--- src/sv/tbw_pkg.sv ---
// Types and codes of the timer bank
package tbw_pkg;

   localparam int KIND_W     = 2;
   localparam int ID_W       = 4;
   localparam int DUR_W      = 32;
   localparam int STATE_W    = 2;
   localparam int TICK_OUT_W = 32;
   localparam int LIMIT_W    = 32;

   localparam logic [KIND_W-1:0] KIND_TICK  = 2'd0;
   localparam logic [KIND_W-1:0] KIND_SET   = 2'd1;
   localparam logic [KIND_W-1:0] KIND_CLEAR = 2'd2;
   localparam logic [KIND_W-1:0] KIND_CHECK = 2'd3;

   localparam logic [STATE_W-1:0] TMR_CLEARED = 2'd0;
   localparam logic [STATE_W-1:0] TMR_STARTED = 2'd1;
   localparam logic [STATE_W-1:0] TMR_ENDED   = 2'd2;

   localparam logic [LIMIT_W-1:0] LIMIT_RESET = 32'hFFFF_FFFF;

   typedef enum logic [2:0] {
      ST_IDLE = 3'b001,
      ST_READ = 3'b010,
      ST_EXEC = 3'b100
   } ctrl_state_type;

   typedef struct packed {
      logic load_item;
      logic load_sum;
      logic commit;
   } dp_cmd_type;

endpackage

--- src/sv/tbw_if.sv ---
// Channel interfaces of the timer bank: request, response, configuration
interface tbw_req_if;
   logic                       valid;
   logic                       ready;
   logic [tbw_pkg::KIND_W-1:0] kind;
   logic [tbw_pkg::ID_W-1:0]   timer_id;
   logic [tbw_pkg::DUR_W-1:0]  duration;

   modport source (output valid, output kind, output timer_id, output duration, input ready);
   modport sink (input valid, input kind, input timer_id, input duration, output ready);
endinterface

interface tbw_rsp_if;
   logic                           valid;
   logic                           ready;
   logic [tbw_pkg::STATE_W-1:0]    timer_state;
   logic [tbw_pkg::TICK_OUT_W-1:0] tick_count;

   modport source (output valid, output timer_state, output tick_count, input ready);
   modport sink (input valid, input timer_state, input tick_count, output ready);
endinterface

interface tbw_csr_if;
   logic                        valid;
   logic                        ready;
   logic [tbw_pkg::LIMIT_W-1:0] data;

   modport source (output valid, output data, input ready);
   modport sink (input valid, input data, output ready);
endinterface

--- src/sv/tbw_ctrl.sv ---
// Controller: sequences accept, read/sum and update, owns the response valid
module tbw_ctrl (
   input  logic                clock,
   input  logic                reset,
   input  logic                req_valid,
   output logic                req_ready,
   output logic                rsp_valid,
   input  logic                rsp_ready,
   output tbw_pkg::dp_cmd_type cmd
);

   tbw_pkg::ctrl_state_type state_ff, state_in;
   logic                    rsp_valid_ff, rsp_valid_in;
   logic                    out_free;

   assign out_free  = !rsp_valid_ff || rsp_ready;
   assign rsp_valid = rsp_valid_ff;

   always_comb begin
      state_in  = state_ff;
      cmd       = '0;
      req_ready = 1'b0;
      case (state_ff)
         tbw_pkg::ST_IDLE: begin
            req_ready = 1'b1;
            if (req_valid) begin
               cmd.load_item = 1'b1;
               state_in      = tbw_pkg::ST_READ;
            end
         end
         tbw_pkg::ST_READ: begin
            cmd.load_sum = 1'b1;
            state_in     = tbw_pkg::ST_EXEC;
         end
         tbw_pkg::ST_EXEC: begin
            // update waits only for the result slot
            if (out_free) begin
               cmd.commit = 1'b1;
               state_in   = tbw_pkg::ST_IDLE;
            end
         end
         default: begin
            state_in = tbw_pkg::ST_IDLE;
         end
      endcase
   end

   always_comb begin
      rsp_valid_in = rsp_valid_ff;
      if (cmd.commit) begin
         rsp_valid_in = 1'b1;
      end else if (rsp_ready) begin
         rsp_valid_in = 1'b0;
      end
   end

   always_ff @(posedge clock) begin
      if (reset) begin
         state_ff     <= tbw_pkg::ST_IDLE;
         rsp_valid_ff <= 1'b0;
      end else begin
         state_ff     <= state_in;
         rsp_valid_ff <= rsp_valid_in;
      end
   end

endmodule

--- src/sv/tbw_datapath.sv ---
// Datapath: tick counter, wrap limit, target memory, status table, result register
module tbw_datapath #(
   parameter int TIMER_COUNT = 16,
   parameter int COUNT_WIDTH = 32
) (
   input  logic                              clock,
   input  logic                              reset,
   input  tbw_pkg::dp_cmd_type               cmd,
   input  logic [tbw_pkg::KIND_W-1:0]        req_kind,
   input  logic [tbw_pkg::ID_W-1:0]          req_timer_id,
   input  logic [tbw_pkg::DUR_W-1:0]         req_duration,
   input  logic                              csr_valid,
   input  logic [tbw_pkg::LIMIT_W-1:0]       csr_data,
   output logic [tbw_pkg::STATE_W-1:0]       rsp_timer_state,
   output logic [tbw_pkg::TICK_OUT_W-1:0]    rsp_tick_count
);

   localparam int IDX_W = (TIMER_COUNT > 1) ? $clog2(TIMER_COUNT) : 1;
   localparam int WIDE_W = (COUNT_WIDTH > tbw_pkg::DUR_W) ? COUNT_WIDTH : tbw_pkg::DUR_W;
   localparam int SUM_W = WIDE_W + 1;

   logic [tbw_pkg::KIND_W-1:0]  kind_ff;
   logic [tbw_pkg::ID_W-1:0]    id_ff;
   logic [tbw_pkg::DUR_W-1:0]   dur_ff;
   logic [COUNT_WIDTH-1:0]      count_ff, count_in;
   logic [tbw_pkg::LIMIT_W-1:0] limit_ff;
   logic [SUM_W-1:0]            sum_ff, sum_in;
   logic [COUNT_WIDTH-1:0]      tgt_rd_ff;
   logic [tbw_pkg::STATE_W-1:0] status_ff [TIMER_COUNT];
   logic [COUNT_WIDTH-1:0]      target_mem [TIMER_COUNT];
   logic [tbw_pkg::STATE_W-1:0] state_out_ff, state_out_in;
   logic [tbw_pkg::TICK_OUT_W-1:0] tick_out_ff;

   logic [IDX_W-1:0]            rd_idx, wr_idx;
   logic                        id_ok;
   logic [SUM_W-1:0]            limit_w, diff;
   logic [COUNT_WIDTH-1:0]      reduced;
   logic [tbw_pkg::STATE_W-1:0] cur_st, next_st;

   assign rd_idx = IDX_W'(req_timer_id);
   assign wr_idx = IDX_W'(id_ff);
   assign id_ok  = {28'd0, id_ff} < 32'(TIMER_COUNT);

   // tick adds one, set adds the duration
   assign sum_in = SUM_W'(count_ff) +
                   ((kind_ff == tbw_pkg::KIND_TICK) ? SUM_W'(1) : SUM_W'(dur_ff));

   // limit taken off once when exceeded
   assign limit_w = SUM_W'(limit_ff);
   assign diff    = sum_ff - limit_w;
   assign reduced = (sum_ff > limit_w) ? diff[COUNT_WIDTH-1:0] : sum_ff[COUNT_WIDTH-1:0];

   assign cur_st   = status_ff[wr_idx];
   assign count_in = (kind_ff == tbw_pkg::KIND_TICK) ? reduced : count_ff;

   always_comb begin
      case (kind_ff)
         tbw_pkg::KIND_SET:   next_st = tbw_pkg::TMR_STARTED;
         tbw_pkg::KIND_CLEAR: next_st = tbw_pkg::TMR_CLEARED;
         tbw_pkg::KIND_CHECK: begin
            // plain magnitude compare, no wrap awareness
            if (cur_st == tbw_pkg::TMR_STARTED && tgt_rd_ff <= count_ff) begin
               next_st = tbw_pkg::TMR_ENDED;
            end else begin
               next_st = cur_st;
            end
         end
         default: next_st = cur_st;
      endcase
   end

   assign state_out_in = id_ok ? next_st : tbw_pkg::TMR_CLEARED;

   always_ff @(posedge clock) begin
      if (cmd.load_item) begin
         kind_ff   <= req_kind;
         id_ff     <= req_timer_id;
         dur_ff    <= req_duration;
         tgt_rd_ff <= target_mem[rd_idx];
      end
      if (cmd.load_sum) begin
         sum_ff <= sum_in;
      end
      if (cmd.commit && id_ok && kind_ff == tbw_pkg::KIND_SET) begin
         target_mem[wr_idx] <= reduced;
      end
      if (cmd.commit) begin
         state_out_ff <= state_out_in;
         tick_out_ff  <= tbw_pkg::TICK_OUT_W'(count_in);
      end
   end

   always_ff @(posedge clock) begin
      if (reset) begin
         count_ff <= '0;
         limit_ff <= tbw_pkg::LIMIT_RESET;
         for (int i = 0; i < TIMER_COUNT; i++) begin
            status_ff[i] <= tbw_pkg::TMR_CLEARED;
         end
      end else begin
         if (csr_valid) begin
            limit_ff <= csr_data;
         end
         if (cmd.commit) begin
            count_ff <= count_in;
            if (id_ok) begin
               status_ff[wr_idx] <= next_st;
            end
         end
      end
   end

   assign rsp_timer_state = state_out_ff;
   assign rsp_tick_count  = tick_out_ff;

endmodule

--- src/sv/timer_bank_with_wrapping_tick_counter_core.sv ---
// Top level of the timer bank with a shared wrapping tick counter
//
//   channel  | dir | handshake    | word
//   req_ch   | in  | valid/ready  | kind, timer_id, duration
//   rsp_ch   | out | valid/ready  | timer_state, tick_count
//   csr_ch   | in  | valid/ready  | wrap limit (ready always high)
//
// Each item steps through accept with the target RAM read, the count+operand add,
// then reduce by the limit and update. The registered target read and the
// add/reduce register split give these steps.
// Reset is synchronous; the status table clears at once, targets are not cleared.
// A held response stalls only the update step; the next word is not accepted until that update.
module timer_bank_with_wrapping_tick_counter_core #(
   parameter int TIMER_COUNT = 16,
   parameter int COUNT_WIDTH = 32
) (
   input logic clock,
   input logic reset,
   tbw_req_if.sink   req_ch,
   tbw_rsp_if.source rsp_ch,
   tbw_csr_if.sink   csr_ch
);

   tbw_pkg::dp_cmd_type cmd;

   assign csr_ch.ready = 1'b1;

   tbw_ctrl u_ctrl (
      .clock     (clock),
      .reset     (reset),
      .req_valid (req_ch.valid),
      .req_ready (req_ch.ready),
      .rsp_valid (rsp_ch.valid),
      .rsp_ready (rsp_ch.ready),
      .cmd       (cmd)
   );

   tbw_datapath #(
      .TIMER_COUNT (TIMER_COUNT),
      .COUNT_WIDTH (COUNT_WIDTH)
   ) u_datapath (
      .clock           (clock),
      .reset           (reset),
      .cmd             (cmd),
      .req_kind        (req_ch.kind),
      .req_timer_id    (req_ch.timer_id),
      .req_duration    (req_ch.duration),
      .csr_valid       (csr_ch.valid),
      .csr_data        (csr_ch.data),
      .rsp_timer_state (rsp_ch.timer_state),
      .rsp_tick_count  (rsp_ch.tick_count)
   );

endmodule

--- src/flat_wrapper.sv ---
// flat-port wrapper written by rule: the top's interface ports become plain ports
module timer_bank_with_wrapping_tick_counter_core_flat 
#(
   parameter int TIMER_COUNT = 16,
   parameter int COUNT_WIDTH = 32
)
  (clock, reset, req_ch_valid, req_ch_kind, req_ch_timer_id, req_ch_duration, req_ch_ready, rsp_ch_valid, rsp_ch_timer_state, rsp_ch_tick_count, rsp_ch_ready, csr_ch_valid, csr_ch_data, csr_ch_ready);
  tbw_req_if req_ch_i ();
  tbw_rsp_if rsp_ch_i ();
  tbw_csr_if csr_ch_i ();
  input logic clock;
  input logic reset;
  input wire logic [$bits(req_ch_i.valid)-1:0] req_ch_valid;
  input wire logic [$bits(req_ch_i.kind)-1:0] req_ch_kind;
  input wire logic [$bits(req_ch_i.timer_id)-1:0] req_ch_timer_id;
  input wire logic [$bits(req_ch_i.duration)-1:0] req_ch_duration;
  output wire logic [$bits(req_ch_i.ready)-1:0] req_ch_ready;
  output wire logic [$bits(rsp_ch_i.valid)-1:0] rsp_ch_valid;
  output wire logic [$bits(rsp_ch_i.timer_state)-1:0] rsp_ch_timer_state;
  output wire logic [$bits(rsp_ch_i.tick_count)-1:0] rsp_ch_tick_count;
  input wire logic [$bits(rsp_ch_i.ready)-1:0] rsp_ch_ready;
  input wire logic [$bits(csr_ch_i.valid)-1:0] csr_ch_valid;
  input wire logic [$bits(csr_ch_i.data)-1:0] csr_ch_data;
  output wire logic [$bits(csr_ch_i.ready)-1:0] csr_ch_ready;
  assign req_ch_i.valid = req_ch_valid;
  assign req_ch_i.kind = req_ch_kind;
  assign req_ch_i.timer_id = req_ch_timer_id;
  assign req_ch_i.duration = req_ch_duration;
  assign req_ch_ready = req_ch_i.ready;
  assign rsp_ch_valid = rsp_ch_i.valid;
  assign rsp_ch_timer_state = rsp_ch_i.timer_state;
  assign rsp_ch_tick_count = rsp_ch_i.tick_count;
  assign rsp_ch_i.ready = rsp_ch_ready;
  assign csr_ch_i.valid = csr_ch_valid;
  assign csr_ch_i.data = csr_ch_data;
  assign csr_ch_ready = csr_ch_i.ready;
  timer_bank_with_wrapping_tick_counter_core #(.TIMER_COUNT(TIMER_COUNT), .COUNT_WIDTH(COUNT_WIDTH)) u_core (.clock(clock), .reset(reset), .req_ch(req_ch_i), .rsp_ch(rsp_ch_i), .csr_ch(csr_ch_i));
endmodule
--- config.mk ---
export PLATFORM = sky130hd
export DESIGN_NAME = timer_bank_with_wrapping_tick_counter_core_flat
export DESIGN_NICKNAME = d
export VERILOG_FILES = /design/src/sv/tbw_pkg.sv /design/src/sv/tbw_if.sv /design/src/sv/tbw_ctrl.sv /design/src/sv/tbw_datapath.sv /design/src/sv/timer_bank_with_wrapping_tick_counter_core.sv /design/src/flat_wrapper.sv
export SDC_FILE = /design/constraint.sdc
export NUM_CORES = 1
export LEC_CHECK = 0
export ABC_AREA = 1
export BUFFER_PORTS_ARGS = -buffer_cell sky130_fd_sc_hd__buf_2
export CAP_MARGIN = 20
export CELL_PAD_IN_SITES_DETAIL_PLACEMENT = 0
export CELL_PAD_IN_SITES_GLOBAL_PLACEMENT = 2
export CORE_MARGIN = 2
export CORE_UTILIZATION = 45
export DETAILED_ROUTE_END_ITERATION = 10
export PLACE_DENSITY_LB_ADDON = 0.1
export SLEW_MARGIN = 40
export SYNTH_ARGS = -nofsm -noshare
export SYNTH_HDL_FRONTEND = slang
export SYNTH_SLANG_ARGS = --single-unit
--- constraint.sdc ---
create_clock -name clock -period 9.1 [get_ports clock]
set_input_delay 1.82 -clock clock [delete_from_list [all_inputs] [get_ports clock]]
set_output_delay 1.82 -clock clock [all_outputs]
set_load 0.02 [all_outputs]
Word-level counts from Yosys, hierarchy flattened
Memory sizes are Yosys's and may differ from the RTL's. A register that Yosys moved wholly into a read port is not among the register bits.
Cells that the tools add are included.
- memories: 2
- ROM bits: 0
- memory bits (writable): 544
- register bits: 173
- output and inout bits: 37
- input bits: 75
- latch bits: 0
- word-level logic and storage cells: 60
- memory list (name ; depth ; width ; read ports ; clocked after Yosys merged registers in ; wr ports ; line ; source):
    u_core.u_datapath.target_mem ; 16 ; 32 ; 1 ; 1 ; 1 ; tbw_datapath.sv:30 ; logic [COUNT_WIDTH-1:0] target_mem [TIMER_COUNT];
    u_core.u_datapath.status_ff ; 16 ; 2 ; 1 ; 1 ; 16 ; tbw_datapath.sv:29 ; logic [tbw_pkg::STATE_W-1:0] status_ff [TIMER_COUNT];
- multiply operators: 0
- equal/unequal tests: 9
- $add $sub $neg: 2
- multiplexer cells: 27
- shifts and indexed selects: 0
- divide/modulo/power cells: 0
- bitwise logic cells: 0
- $lt $le $gt $ge: 2
- reduce and logical (&&, ||, !) cells: 8
- operators by type and width (cell ; number):
    32-bit 2-to-1 mux ; 3
    32-bit by 32-bit adder with 33-bit output ; 1
    33-bit by 32-bit greater-than comparator with 1-bit output ; 1
    32-bit less-or-equal comparator ; 1
    32-bit subtractor ; 1
    1-bit 2-to-1 mux ; 16
    3-bit case mux with 3 select lines ; 1
    4-bit 2-to-1 mux ; 2
    3-bit 2-to-1 mux ; 2
    2-bit case mux with 3 select lines ; 1
    2-bit by 1-bit == test with 1-bit output, second input constant ; 2
    2-bit == test, second input constant ; 2
    2-bit 2-to-1 mux ; 2
    2-bit != test, second input constant ; 2
    3-bit by 1-bit == test with 1-bit output, second input constant ; 1
    3-bit by 2-bit == test with 1-bit output, second input constant ; 1
    3-bit == test, second input constant ; 1
    1-bit logical AND ; 2
    2-bit logical NOT ; 1
    2-bit AND reduction ; 1
    2-bit nonzero test ; 1
    2-bit OR reduction ; 1
    1-bit logical NOT ; 1
    1-bit logical OR ; 1

Logic depth before layout (Yosys ltp)
- depth after elaboration: 9
- depth in mapped cells: 19

Modules after synthesis
Synthesis repeated with hierarchy kept, for this count alone.
- cells, all modules: 3329
- area total of the unflattened synthesis: 35869.4 µm²
- modules (own cells, without submodules) (module ; area an instance (µm²) ; times used ; cells each ; sequential area each (µm²)):
    tbw_datapath ; 35610.4 ; 1 ; 3296 ; 21810.9
    tbw_ctrl ; 247.7 ; 1 ; 31 ; 80.1
    timer_bank_with_wrapping_tick_counter_core ; 11.3 ; 1 ; 2 ; 0.0

Least setup slack after synthesis
OpenSTA, ideal clock, no wires.
- path type: input port to flip-flop
- from: in rsp_ch_ready
- to: mem u_core.u_datapath.target_mem[14][0], enable pin
- library setup time: 0.502 ns
- arrival: 5.395 ns
- slack: 3.203 ns
- cell stages on the path: 6
- required time: 8.598 ns
- cell sequence: nor2_1 -> inv_1 -> nand2_1 -> clkinv_1 -> nand2_1 -> nor4_1
- cells in the longest elaborated chain, start to end: 6
- RTL lines (what ; line ; source):
    start, declared ; flat_wrapper.sv:21 ; input wire logic [$bits(rsp_ch_i.ready)-1:0] rsp_ch_ready;
    1-bit logical OR ; tbw_ctrl.sv:16 ; assign out_free = !rsp_valid_ff || rsp_ready;
    1-bit 2-to-1 mux ; tbw_ctrl.sv:37 ; if (out_free) begin
    1-bit 2-to-1 mux ; tbw_ctrl.sv:23 ; case (state_ff)
    1-bit logical AND ; tbw_datapath.sv:84 ; if (cmd.commit && id_ok && kind_ff == tbw_pkg::KIND_SET) begin
    1-bit 2-to-1 mux ; tbw_datapath.sv:84 ;
    1-bit 2-to-1 mux (not written as such) ; tbw_datapath.sv:85 ; target_mem[wr_idx] <= reduced;
    end, declared ; tbw_datapath.sv:30 ;
Every way passes these cells.

Worst setup path after layout
- from: reg u_core.u_datapath.kind_ff[0] (netlist bit)
- to: reg u_core.u_datapath.sum_ff[21], data pin
- cells in the longest elaborated chain, start to end: 3
- RTL lines (what ; line ; source):
    start, declared ; tbw_datapath.sv:22 ; logic [tbw_pkg::KIND_W-1:0] kind_ff;
    start signal, assigned ; tbw_datapath.sv:76 ; kind_ff <= req_kind;
    2-bit logical NOT ; tbw_datapath.sv:46 ; ((kind_ff == tbw_pkg::KIND_TICK) ? SUM_W'(1) : SUM_W'(dur_ff));
    32-bit 2-to-1 mux ; tbw_datapath.sv:46 ;
    32-bit by 32-bit adder with 33-bit output ; tbw_datapath.sv:45 ; assign sum_in = SUM_W'(count_ff) +
    named net u_core.u_datapath.sum_in[21] ; tbw_datapath.sv:27 ; logic [SUM_W-1:0] sum_ff, sum_in;
    end signal, assigned ; tbw_datapath.sv:82 ; sum_ff <= sum_in;
    end, declared ; tbw_datapath.sv:27 ;
The timed path passes the listed nets, and every way through them passes these cells.
A chain may end at the register's enable or synchronous reset.

==> results.json <==
{
  "status": "completed",
  "synthToLayoutAreaGrowth_pct": 13.6,
  "nNetsFinal": 3508,
  "vdd.ir_drop.worst_uv": 172,
  "maxSlewViolCount": 0,
  "skew_ps": 40.4,
  "ctsResizeCount": 0,
  "start_util": 0.453,
  "crit_arrival_ps": 4240,
  "rsz0062_at_grt": "no",
  "p_leak_nw": 15.7,
  "grt_max_degree": 221,
  "postSynthNetCount": 3409,
  "ioPinCount": 112,
  "ys_top_cells_by_area": "edfxtp_1 (59%), nand2_1 (6.0%), dfxtp_1 (4.1%)",
  "yosysTopAreaCellShare": 0.586,
  "yosys.area_share.simple": 0.146,
  "portBuffers": 110,
  "multi_input_area_um2": 11100,
  "critPathLaunch": "u_core.u_datapath.kind_ff[0]",
  "postCtsSetupRepairBufs": 0,
  "clockRootBuffer": "clkbuf_16",
  "wl_per_cell_um": 22.4,
  "post-place-ws_ps": 4640,
  "grt_overflow": 0,
  "synth.mux.area_fraction": 0.0287,
  "routabilityCongestion": 0.947,
  "period_minus_slack_ps": 3850,
  "setup_tns_ps": 0,
  "crit_fanout": 44,
  "synth_fa_ha_area_frac": 0.0356,
  "ys_seq_elements": 753,
  "setup_viol_count_final": 0,
  "hp-class": "reg2reg",
  "row_count": 102,
  "n_antenna_cell": 0,
  "async_reset_ff_frac": 0,
  "synth_compound_area_frac": 0.0927,
  "seq_area_frac_synth": 0.627,
  "tritoncts": "yes",
  "die-width_um": 282,
  "core_um2": 77100,
  "synth_edf_count": 681,
  "syn_area_um2": 34900,
  "dieArea_um2": 79800,
  "die_h_um": 282,
  "drc": 0,
  "ys.warnings.count": 0,
  "grt_pass1_vias": 23600,
  "worstSkewPairLatency_ps": 660,
  "ant_nets": 0,
  "h-tree-depth": 3,
  "crit_type": "reg2reg",
  "drtIter0Drc": 2175,
  "max_freq_ghz": 0.260,
  "cts_max_path_buffers": 3,
  "routed_via_density": 5.44,
  "synth_top_family_by_area": "simple AND/OR/NAND/NOR gates",
  "drtPass1Iterations": 5,
  "groute.usage.overall": 0.249,
  "powerDensity_nw_per_um2": 201,
  "end_kind": "flip-flop",
  "netlist.top_cell.by_area": "edfxtp_1",
  "path_clk_slew_ps": 60,
  "worstHoldStart": "u_core.u_datapath.limit_ff[25]",
  "vias": 24200,
  "synthFlopType": "edfxtp_1",
  "hpwl_mm": 66.6,
  "maxCapViolCount": 0,
  "n_fill_cell": 6990,
  "clock_sink_count": 753,
  "regArea_um2": 21900,
  "crit_required_ps": 9490,
  "synth_cells": 3236,
  "start_kind": "flip-flop",
  "fin_ws_ps": 5250,
  "finalPower_mw": 7.98,
  "hold_viol_final": 0,
  "cts_hold_buf": 0,
  "drive_gt1_frac": 0.104,
  "worst_pin_slew_ps": 838,
  "tritoncts.num_buffers": 84,
  "grt_pass1_wl_mm": 147,
  "drt-total-wl_mm": 99.5,
  "synth_cell_types": 51,
  "antenna_found_initial": 1,
  "regToRegStartpoint": "u_core.u_datapath.kind_ff[0]",
  "syn_area_per_cell_um2": 10.8,
  "fin_crit_sh": 0.423,
  "relSlewSlack": 0.441,
  "yosys.area_share.xor_xnor": 0.0108
}
## per-stage QoR
step	cell area (um2)	std cells	hold WS, ps	utilization
finish	39600	4441	475	0.514
global route	39600	4441	502	0.514
CTS	39600	4440	480	0.514
detailed placement	36800	4288	469	0.478
global placement	36500	4276	467	0.474
floorplan	34900	3236	435	-
## Yosys cell counts, types with 3 or more instances
cell / number
xnor2_1: 21
nand3_2: 12
and2_1: 6
inv_2: 3
nor2_2: 6
clkbuf_1: 92
nor2_1: 336
o21ai_0: 195
a21o_1: 4
buf_2: 29
buf_1: 12
nand3b_1: 12
dfxtp_1: 72
nand3_1: 184
nand2_1: 556
clkinv_1: 3
inv_1: 382
xor2_1: 22
nand4_1: 13
mux2i_1: 100
o21bai_1: 5
o21a_1: 5
buf_4: 4
ha_1: 96
o221ai_1: 100
a21oi_1: 137
o22ai_1: 4
a31oi_1: 3
edfxtp_1: 681
nor3_1: 20
o32ai_1: 24
nor4_1: 9
o211ai_1: 36
nand2_2: 29
## logic make-up (layout without fill, tap and decap cells)
group           Yosys count  count (layout)
compound gates          520             520
xor+xnor                 43              43
fa+ha+maj                98              98
buf+inv                 529             694
flops                   753             753
mux                     100             100
other cells               1               1
simple gates           1192            1192
## layout make-up
type,instances,area share
inverters,388,0.0368
multi-input cells,1954,0.279
well taps,1040,0.0328
repair buffers,154,0.0285
clock inverters,46,0.0137
flip-flops and latches,753,0.552
clock buffers,106,0.0564
## power by group
part / leakage (nW) / switching (mW) / total [mW] / internal, mW
clock network: 1.33 / 1.42 / 3.38 / 1.96
logic: 7.59 / 0.504 / 0.690 / 0.187
registers: 6.78 / 0.0348 / 3.91 / 3.88
total: 15.7 / 1.96 / 7.98 / 6.02
## critical path, stage by stage (launching register included)
cell and delay (ps):
edfxtp_1 450, nor2_4 160, buf_4 470, nor2_1 190, ha_1 320, nand3_1 70, nand2_1 140, a21boi_0 160
o21ai_0 630, a21oi_1 350, o21bai_1 350, nand2_1 120, nand3_1 90, nand2_1 60
## final timing paths
kind                                          to  slack, ps  cells past startpoint
setup reg to reg    u_core.u_datapath.sum_ff[21]       5250                     13
setup / recovery    u_core.u_datapath.sum_ff[21]       5250                     13
hold / removal    u_core.u_datapath.limit_ff[25]        470                      2
hold reg to reg   u_core.u_datapath.limit_ff[25]        470                      2
## per-layer routing
layer	vias to the layer above	GRT usage	wire length [um]	part of all wire
li1	11500	-	-	-
met1	11900	0.343	44100	0.44
met2	667	0.419	47900	0.48
met3	133	0.0292	5180	0.052
met4	0	0.0653	2360	0.024
met5	-	0	0	0
## sequential cells by signal (all words and copies together) (netlist names), named ones only
register / flops
u_core.u_datapath.rsp_timer_state: 2
u_core.u_datapath.id_ff: 4
u_core.u_datapath.target_mem: 512
u_core.u_ctrl.rsp_valid: 1
u_core.u_ctrl.state_ff: 3
u_core.u_datapath.count_ff: 32
u_core.u_datapath.dur_ff: 32
u_core.u_datapath.limit_ff: 32
u_core.u_datapath.tgt_rd_ff: 32
u_core.u_datapath.rsp_tick_count: 32
u_core.u_datapath.kind_ff: 2
u_core.u_datapath.sum_ff: 33
u_core.u_datapath.status_ff: 32
## placed cells by master, fill, tap and decap left out, drive strengths merged, types with 3 or more instances in the layout
master | Yosys | final
a21o | 4 | 4
a21oi | 140 | 140
a31oi | 3 | 3
and2 | 6 | 6
buf | 48 | 154
bufinv | 0 | 7
clkbuf | 93 | 106
clkinv | 3 | 36
clkinvlp | 0 | 3
dfxtp | 72 | 72
edfxtp | 681 | 681
ha | 96 | 96
inv | 385 | 388
mux2i | 100 | 100
nand2 | 588 | 588
nand3 | 197 | 197
nand3b | 12 | 12
nand4 | 13 | 13
nor2 | 343 | 343
nor3 | 21 | 21
nor4 | 9 | 9
o211ai | 36 | 36
o21a | 5 | 5
o21ai | 197 | 197
o21bai | 5 | 5
o221ai | 100 | 100
o22ai | 4 | 4
o32ai | 24 | 24
or2 | 3 | 3
xnor2 | 21 | 21
xor2 | 22 | 22
(Power assumes the default switching activity.)
